[src/avhc_pkg.sv]
// Shared types and constants for the air valve height controller.
package avhc_pkg;

  localparam int unsigned TpsW    = 20;
  localparam int unsigned TickW   = 24;
  localparam int unsigned ByteW   = 8;
  localparam int unsigned StepW   = 4;
  localparam int unsigned HeightW = 16;
  localparam int unsigned ValveN  = 5;
  localparam int unsigned CfgIdxW = 3;
  localparam int unsigned CfgDatW = 24;

  localparam logic [TickW-1:0] TickMax = {TickW{1'b1}};

  // Valve level bit positions.
  localparam logic [2:0] VbSuspFill = 3'd0;
  localparam logic [2:0] VbSuspRel  = 3'd1;
  localparam logic [2:0] VbLumbFill = 3'd2;
  localparam logic [2:0] VbLumbRel  = 3'd3;
  localparam logic [2:0] VbLumbRel2 = 3'd4;

  // Message bytes.
  localparam logic [ByteW-1:0] KindC  = 8'h43;
  localparam logic [ByteW-1:0] KindV  = 8'h56;
  localparam logic [ByteW-1:0] Sub1   = 8'h31;
  localparam logic [ByteW-1:0] Sub2   = 8'h32;
  localparam logic [ByteW-1:0] Sub3   = 8'h33;
  localparam logic [ByteW-1:0] ValOne = 8'd1;

  // Acknowledge numbers.
  localparam logic [1:0] AckNone = 2'd0;
  localparam logic [1:0] AckV1   = 2'd1;
  localparam logic [1:0] AckV2   = 2'd2;
  localparam logic [1:0] AckV3   = 2'd3;

  // Register reset values.
  localparam logic [TpsW-1:0]  TpsRst     = 20'd1000;
  localparam logic [TickW-1:0] RelRst     = 24'd4000;
  localparam logic [TickW-1:0] HbRst      = 24'd9000;
  localparam logic [ByteW-1:0] BandRst    = 8'd5;
  localparam logic [ByteW-1:0] TminRst    = 8'd60;
  localparam logic [ByteW-1:0] TmaxRst    = 8'd180;
  localparam logic [StepW-1:0] LimitRst   = 4'd5;

  typedef enum logic [CfgIdxW-1:0] {
    CFG_TICKS_PER_SECOND = 3'd0,
    CFG_RELEASE_TICKS    = 3'd1,
    CFG_HEARTBEAT_TICKS  = 3'd2,
    CFG_BAND_HALF_WIDTH  = 3'd3,
    CFG_TARGET_MIN       = 3'd4,
    CFG_TARGET_MAX       = 3'd5,
    CFG_LUMBAR_LIMIT     = 3'd6
  } cfg_reg_e;

  typedef enum logic [1:0] {
    PV_LUMB_FILL = 2'd0,
    PV_LUMB_REL  = 2'd1,
    PV_LUMB_REL2 = 2'd2,
    PV_SUSP_REL  = 2'd3
  } pulse_valve_e;

  function automatic logic [2:0] valve_bit(pulse_valve_e code);
    logic [2:0] bit_idx;
    unique case (code)
      PV_LUMB_FILL: bit_idx = VbLumbFill;
      PV_LUMB_REL:  bit_idx = VbLumbRel;
      PV_LUMB_REL2: bit_idx = VbLumbRel2;
      default:      bit_idx = VbSuspRel;
    endcase
    return bit_idx;
  endfunction

endpackage

[src/air_valve_height_controller_unit.sv]
// Top level of the air valve height controller: tick processing and valve state.
//
//  Channel  | Signals                                        | Direction
//  ---------+------------------------------------------------+----------
//  in       | in_valid_i/in_ready_o, cmd_i, msg_kind_i,      | input
//           | msg_sub_i, msg_value_i, height_sample_i        |
//  out      | out_valid_o/out_ready_i, susp_fill_o, ...,     | output
//           | heartbeat_req_o, ack_req_o, ack_valve_o        |
//  cfg      | cfg_valid_i/cfg_ready_o, cfg_index_i, cfg_data_i | input
//
// For each tick transaction the whole state update is computed from
// the current state and the incoming item and lands, with the result, on the
// accepting edge. One transaction per cycle is sustained while out_ready_i is high.
// Reset returns all state and registers to their power-on values.
// A stalled result holds in the output register; input is taken again in the
// cycle the result leaves. Configuration writes are always accepted.
module air_valve_height_controller_unit
  import avhc_pkg::*;
(
  input  logic                 clk_i,
  input  logic                 rst_ni,
  // tick input channel
  input  logic                 in_valid_i,
  output logic                 in_ready_o,
  input  logic                 cmd_i,
  input  logic [ByteW-1:0]     msg_kind_i,
  input  logic [ByteW-1:0]     msg_sub_i,
  input  logic [ByteW-1:0]     msg_value_i,
  input  logic [HeightW-1:0]   height_sample_i,
  // result channel
  output logic                 out_valid_o,
  input  logic                 out_ready_i,
  output logic                 susp_fill_o,
  output logic                 susp_release_o,
  output logic                 lumb_fill_o,
  output logic                 lumb_release_o,
  output logic                 lumb_release_two_o,
  output logic                 heartbeat_req_o,
  output logic                 ack_req_o,
  output logic [1:0]           ack_valve_o,
  // configuration write channel
  input  logic                 cfg_valid_i,
  output logic                 cfg_ready_o,
  input  logic [CfgIdxW-1:0]   cfg_index_i,
  input  logic [CfgDatW-1:0]   cfg_data_i
);

  // Configuration registers
  logic [TpsW-1:0]  tps_q;
  logic [TickW-1:0] rel_ticks_q, hb_ticks_q;
  logic [ByteW-1:0] band_q, tmin_q, tmax_q;
  logic [StepW-1:0] limit_q;

  // Controller state
  logic [ByteW-1:0]  target_q, target_d;
  logic [StepW-1:0]  step_q, step_d;
  logic              active_q, active_d;
  pulse_valve_e      pvalve_q, pvalve_d;
  logic [TickW-1:0]  elapsed_q, elapsed_d;
  logic [TickW-1:0]  plen_q, plen_d;
  logic [TickW-1:0]  hb_cnt_q, hb_cnt_d;
  logic              hb_started_q, hb_started_d;
  logic [ValveN-1:0] valves_q, valves_d;

  // Result register (valve levels come straight from valves_q)
  logic       out_valid_q;
  logic       hb_q, hb_d;
  logic       ack_q, ack_d;
  logic [1:0] ackv_q, ackv_d;

  logic accept;

  // Take a new tick whenever the result slot is free or draining this cycle.
  assign in_ready_o  = !out_valid_q || out_ready_i;
  assign accept      = in_valid_i && in_ready_o;
  assign cfg_ready_o = 1'b1;

  // Configuration write decode
  always_ff @(posedge clk_i or negedge rst_ni) begin
    if (!rst_ni) begin
      tps_q       <= TpsRst;
      rel_ticks_q <= RelRst;
      hb_ticks_q  <= HbRst;
      band_q      <= BandRst;
      tmin_q      <= TminRst;
      tmax_q      <= TmaxRst;
      limit_q     <= LimitRst;
    end else if (cfg_valid_i) begin
      unique case (cfg_reg_e'(cfg_index_i))
        CFG_TICKS_PER_SECOND: tps_q       <= cfg_data_i[TpsW-1:0];
        CFG_RELEASE_TICKS:    rel_ticks_q <= cfg_data_i;
        CFG_HEARTBEAT_TICKS:  hb_ticks_q  <= cfg_data_i;
        CFG_BAND_HALF_WIDTH:  band_q      <= cfg_data_i[ByteW-1:0];
        CFG_TARGET_MIN:       tmin_q      <= cfg_data_i[ByteW-1:0];
        CFG_TARGET_MAX:       tmax_q      <= cfg_data_i[ByteW-1:0];
        CFG_LUMBAR_LIMIT:     limit_q     <= cfg_data_i[StepW-1:0];
        default: ;  // index beyond the register list: drop the write
      endcase
    end
  end

  // One tick of work, in order: timer advance, heartbeat, message, height band,
  // pulse expiry.
  always_comb begin
    logic [ByteW-1:0]  t_clamp;
    logic [StepW-1:0]  new_step;
    logic [StepW-1:0]  diff;
    logic              up;
    logic [ByteW-1:0]  lo;
    logic [ByteW:0]    hi;
    logic              below, above;
    logic [2:0]        vb;

    target_d     = target_q;
    step_d       = step_q;
    active_d     = active_q;
    pvalve_d     = pvalve_q;
    elapsed_d    = elapsed_q;
    plen_d       = plen_q;
    hb_cnt_d     = hb_cnt_q;
    hb_started_d = hb_started_q;
    valves_d     = valves_q;
    hb_d         = 1'b0;
    ack_d        = 1'b0;
    ackv_d       = AckNone;

    // Advance the running pulse, saturating.
    if (active_q && (elapsed_q != TickMax)) begin
      elapsed_d = elapsed_q + 1'b1;
    end

    // Heartbeat: first tick always requests, then once per interval.
    if (!hb_started_q) begin
      hb_started_d = 1'b1;
      hb_cnt_d     = '0;
      hb_d         = 1'b1;
    end else begin
      if (hb_cnt_q != TickMax) begin
        hb_cnt_d = hb_cnt_q + 1'b1;
      end
      if (hb_cnt_d >= hb_ticks_q) begin
        hb_d     = 1'b1;
        hb_cnt_d = '0;
      end
    end

    // Message decode
    t_clamp  = (msg_value_i > tmax_q) ? tmax_q : msg_value_i;
    if (t_clamp < tmin_q) begin
      t_clamp = tmin_q;
    end
    new_step = (msg_value_i > {{(ByteW-StepW){1'b0}}, limit_q}) ? limit_q
                                                              : msg_value_i[StepW-1:0];
    up       = new_step > step_q;
    diff     = up ? (new_step - step_q) : (step_q - new_step);

    if (cmd_i) begin
      if ((msg_kind_i == KindC) && (msg_sub_i == Sub1)) begin
        target_d = t_clamp;
      end else if ((msg_kind_i == KindC) && (msg_sub_i == Sub2)) begin
        if (new_step != step_q) begin
          // 4 x 20 bit product always fits in 24 bits.
          active_d  = 1'b1;
          pvalve_d  = up ? PV_LUMB_FILL : PV_LUMB_REL;
          elapsed_d = '0;
          plen_d    = {{(TickW-StepW){1'b0}}, diff} * {{(TickW-TpsW){1'b0}}, tps_q};
          valves_d[valve_bit(pvalve_d)] = 1'b1;
          step_d    = new_step;
        end
      end else if ((msg_kind_i == KindV) && (msg_value_i == ValOne)) begin
        ack_d = 1'b1;
        if ((msg_sub_i == Sub1) || (msg_sub_i == Sub2) || (msg_sub_i == Sub3)) begin
          active_d  = 1'b1;
          elapsed_d = '0;
          plen_d    = rel_ticks_q;
          if (msg_sub_i == Sub1) begin
            pvalve_d = PV_SUSP_REL;
            ackv_d   = AckV1;
          end else if (msg_sub_i == Sub2) begin
            pvalve_d = PV_LUMB_REL;
            ackv_d   = AckV2;
          end else begin
            pvalve_d = PV_LUMB_REL2;
            ackv_d   = AckV3;
          end
          valves_d[valve_bit(pvalve_d)] = 1'b1;
        end
      end
    end

    // Height band; a negative lower bound means nothing is below it.
    lo    = target_d - band_q;
    hi    = {1'b0, target_d} + {1'b0, band_q};
    below = (target_d >= band_q) && (height_sample_i < {{(HeightW-ByteW){1'b0}}, lo});
    above = height_sample_i > {{(HeightW-ByteW-1){1'b0}}, hi};
    if (target_d >= tmin_q) begin
      if (below) begin
        valves_d[VbSuspFill] = 1'b1;
        valves_d[VbSuspRel]  = 1'b0;
      end else if (above) begin
        valves_d[VbSuspFill] = 1'b0;
        valves_d[VbSuspRel]  = 1'b1;
      end else if (!(active_d && (pvalve_d == PV_SUSP_REL))) begin
        valves_d[VbSuspFill] = 1'b0;
        valves_d[VbSuspRel]  = 1'b0;
      end
    end

    // Pulse expiry: drop the pulse valve once the length is reached.
    vb = valve_bit(pvalve_d);
    if (active_d && (elapsed_d >= plen_d)) begin
      valves_d[vb] = 1'b0;
      active_d     = 1'b0;
    end
  end

  // State and result registers advance together on each accepted transaction.
  always_ff @(posedge clk_i or negedge rst_ni) begin
    if (!rst_ni) begin
      target_q     <= '0;
      step_q       <= '0;
      active_q     <= 1'b0;
      pvalve_q     <= PV_LUMB_FILL;
      elapsed_q    <= '0;
      plen_q       <= '0;
      hb_cnt_q     <= '0;
      hb_started_q <= 1'b0;
      valves_q     <= '0;
      hb_q         <= 1'b0;
      ack_q        <= 1'b0;
      ackv_q       <= AckNone;
    end else if (accept) begin
      target_q     <= target_d;
      step_q       <= step_d;
      active_q     <= active_d;
      pvalve_q     <= pvalve_d;
      elapsed_q    <= elapsed_d;
      plen_q       <= plen_d;
      hb_cnt_q     <= hb_cnt_d;
      hb_started_q <= hb_started_d;
      valves_q     <= valves_d;
      hb_q         <= hb_d;
      ack_q        <= ack_d;
      ackv_q       <= ackv_d;
    end
  end

  // Result valid: set on accept, clear when taken without a replacement.
  always_ff @(posedge clk_i or negedge rst_ni) begin
    if (!rst_ni) begin
      out_valid_q <= 1'b0;
    end else if (accept) begin
      out_valid_q <= 1'b1;
    end else if (out_ready_i) begin
      out_valid_q <= 1'b0;
    end
  end

  assign out_valid_o        = out_valid_q;
  assign susp_fill_o        = valves_q[VbSuspFill];
  assign susp_release_o     = valves_q[VbSuspRel];
  assign lumb_fill_o        = valves_q[VbLumbFill];
  assign lumb_release_o     = valves_q[VbLumbRel];
  assign lumb_release_two_o = valves_q[VbLumbRel2];
  assign heartbeat_req_o    = hb_q;
  assign ack_req_o          = ack_q;
  assign ack_valve_o        = ackv_q;

endmodule

[config.mk]
export PLATFORM = sky130hd
export DESIGN_NAME = air_valve_height_controller_unit
export DESIGN_NICKNAME = d
export VERILOG_FILES = /design/src/avhc_pkg.sv /design/src/air_valve_height_controller_unit.sv
export SDC_FILE = /design/constraint.sdc
export NUM_CORES = 1
export LEC_CHECK = 0
export BUFFER_PORTS_ARGS = -buffer_cell sky130_fd_sc_hd__clkbuf_2
export CAP_MARGIN = 15
export CORE_AREA = 10 10 193 195
export DETAILED_ROUTE_END_ITERATION = 8
export DIE_AREA = 0 0 203 205
export HOLD_SLACK_MARGIN = 0.02
export PLACE_DENSITY = 0.66
export SYNTH_ARGS = -nofsm -noshare
export SYNTH_HDL_FRONTEND = slang
export SYNTH_SLANG_ARGS = --single-unit
[constraint.sdc]
create_clock -name clk_i -period 8.4 [get_ports clk_i]
set_input_delay 0.42 -clock clk_i [delete_from_list [all_inputs] [get_ports clk_i]]
set_output_delay 0.42 -clock clk_i [all_outputs]
set_load 0.01 [all_outputs]
==> run metrics <==
Starting Density 46.3%; leading area contributor after synthesis dfrtp_1; Synth Flop Type dfrtp_1; Worst Path Arrival 8.33 ns; Hold Buf Count CTS 0; minimum clock period 7.96 ns; slowest stage delay, CP 0.55 ns; Crit Path Max Fanout 13; maxcap violations 0; Pwr Density 271 nW/um^2; clk_lat worst skew 0.46 ns; Worst-path clk slew 0.08 ns; vias in the first global route 12700; relative slew slack 30.3%; Post-synth ARST share 100%; Die Y 205 um; Crit Path Category reg2reg; Leak 7.77 nW; hold_ws 0.146 ns; initial drt markers 724; Max Fclk 126 MHz; GRT Total Usage 19.1%; worst-path cell with the longest stage delay dfstp_2; Syn Area/Cell 9.07 sq um; Worst Hold Class in2async; final antenna-violating net count 0; CTS max path bufs 2; status finished clean; core area 33300 sq um; maximum vdd drop 0.263 mV; pre-CTS setup slack -0.168 ns; max-slew violations 0; IO Count 85; dpl hpwl 30300 um; vias per inst 5.71; skew final 0.0139 ns; final instance area 17200 sq um; die width 203 um; Gate Count Post-Synth 1700; router iterations before antenna repair 6; Seq cells post-synth 194; TritonCTS clock tree done; drt wl/cell 17.8 um; Placed Area 16400 sq um; total power 4.68 mW; Reg-to-Reg End valves_q[4]; Clock Root Buffer clkbuf_16; CP Launch Point limit_q[2]; setup ws final 0.438 ns; WP data required 8.77 ns; total die area 41600 sq um; synthesized area 15400 sq um; routability cong. 0.948; WL final 39900 um; drt drc 0; total grt overflow 0; worst slew pin tran 1.05 ns; number of synthesized flops with an enable pin 0; CTS HTree Levels 4; largest net degree at the start of global routing 131; Reg2Reg Depth 41; share of layout cells above drive strength 1 17.4%; Critical Path End Type flip-flop; synth unique cells 88; register-to-register setup slack 0.44 ns; total CTS buffers 17; top cell type's share of synthesized area 26.8%; Final Cycle Share 94.8%; initial antenna violation count 0; row count 67; Crit Reg-Reg Startpoint limit_q[2]; ANT cells 0; endpoints failing hold 0; final setup violation count 0; startpoint type of the worst setup path flip-flop; synth top area cells dfrtp_1 27%, ha_1 12%, fa_1 5.2%; sequential share of the synthesized area 31.7%; first-pass GRT wire length 65100 um; nets 2035; Mapped Nets 1958; Area growth syn-to-layout 11.7%; post-layout util 51.8%; Vias 12800; count of clock tree sinks 194; IO Port Bufs 83; yosys warns 0
-- area by class of cell --
class,count,area (sq um)
clock buffers,18,429
clock inverters,14,169
fillers,3098,16000
inverters,139,522
multi-input cells,1292,9860
flip-flops and latches,194,4890
well taps,448,561
repair buffers,133,801
-- state kept, by name, summed over array words and instances, names as in the netlist, 20 cells and up --
| register | count |
|---|---|
| plen_q | 24 |
| elapsed_q | 24 |
| hb_ticks_q | 24 |
| rel_ticks_q | 24 |
| hb_cnt_q | 24 |
| tps_q | 20 |
-- how the worst max path moves through the flow --
stage                              to  slack [ns]  depth (start not counted)
after floorplan           valves_q[2]        0.55                         38
after global placement    valves_q[1]        0.06                         41
after detailed placement  valves_q[3]       -0.17                         39
after CTS                 valves_q[4]        0.05                         41
after global routing      valves_q[4]       -0.02                         40
final                     valves_q[4]        0.44                         41
-- through the flow --
step / TNS [ns] / cells
2_1_floorplan: 0 / 1700
3_3_place_gp: 0 / 2196
3_5_place_dp: -0.494 / 2196
4_1_cts: 0 / 2228
5_1_grt: -0.0398 / 2238
6_report: 0 / 2238
-- timing repair --
action / in CTS / in global routing
buffers inserted: 0 / 9
cloned: 0 / 1
endpoints found under the setup margin: 5 / 5
gates resized for setup: 7 / 33
pin swaps: 0 / 11
-- report_power, final --
| group | total [mW] | internal [mW] | switching, mW |
|---|---|---|---|
| clock | 0.842 | 0.424 | 0.417 |
| combinational | 2.63 | 1.15 | 1.48 |
| sequential | 1.21 | 1.09 | 0.121 |
| total | 4.68 | 2.66 | 2.02 |
-- cell usage in the layout, fill, tap and decap left out, types with 8 or more instances in the layout --
cell	count
a21o_1	28
a21oi_1	69
a31oi_1	20
a32o_1	14
and2_1	69
and3_1	12
and4_1	9
buf_4	48
clkbuf_16	17
clkbuf_2	82
dfrtp_1	165
dfstp_2	29
fa_1	39
ha_1	140
inv_1	139
mux2_2	71
mux2i_1	16
nand2_1	147
nand2b_1	31
nand3_1	52
nand4_1	29
nor2_1	91
nor2b_1	15
nor3_1	29
o211ai_1	12
o21a_1	16
o21ai_0	127
o21ai_1	15
o21bai_1	8
o22a_1	14
o31ai_1	14
xnor2_1	40
xor2_1	32
-- critical path, delay by kind of cell, from the launching register on --
| family | cells | cell delay, ns |
|---|---|---|
| compound gates | 17 | 2.46 |
| fa+ha+maj | 7 | 2.47 |
| xor+xnor | 2 | 0.18 |
| buf+inv | 6 | 0.65 |
| mux | 1 | 0.25 |
| flops | 1 | 0.55 |
| simple gates | 8 | 1.29 |
-- metal layers --
metal / track usage, % / vias to the layer above / share of wire [%]
met5: 0 / - / 0
met4: 5.70 / 0 / 1.8
met1: 25.0 / 6301 / 46
li1: - / 6159 / -
met3: 3.10 / 47 / 4.7
met2: 31.8 / 277 / 48
-- logic make-up after synthesis --
family | count (synthesis) | synth area share (%)
AOI/OAI and AO/OA | 413 | 17.6
xor gates and xnor gates | 73 | 4.15
adders and majority gates | 185 | 17.0
buffers and inverters | 214 | 5.46
DFF | 194 | 31.7
muxes | 90 | 6.42
other | 1 | 0.0243
and+or+nand+nor | 530 | 17.7
-- cell usage after synthesis (all sizes together) (15+ instances only) --
cell / n
a21o: 28
mux2i: 19
o31ai: 16
nand2b: 31
fa: 40
o21ai: 145
nor2b: 15
nor3: 32
dfrtp: 165
clkbuf: 56
mux2: 71
a21oi: 71
inv: 139
nand2: 149
xnor2: 41
nand3: 52
buf: 19
and2: 69
a31oi: 20
nor2: 94
dfstp: 29
o21a: 16
nand4: 30
ha: 145
xor2: 32
Note: power is estimated with default switching activity, not from simulation.
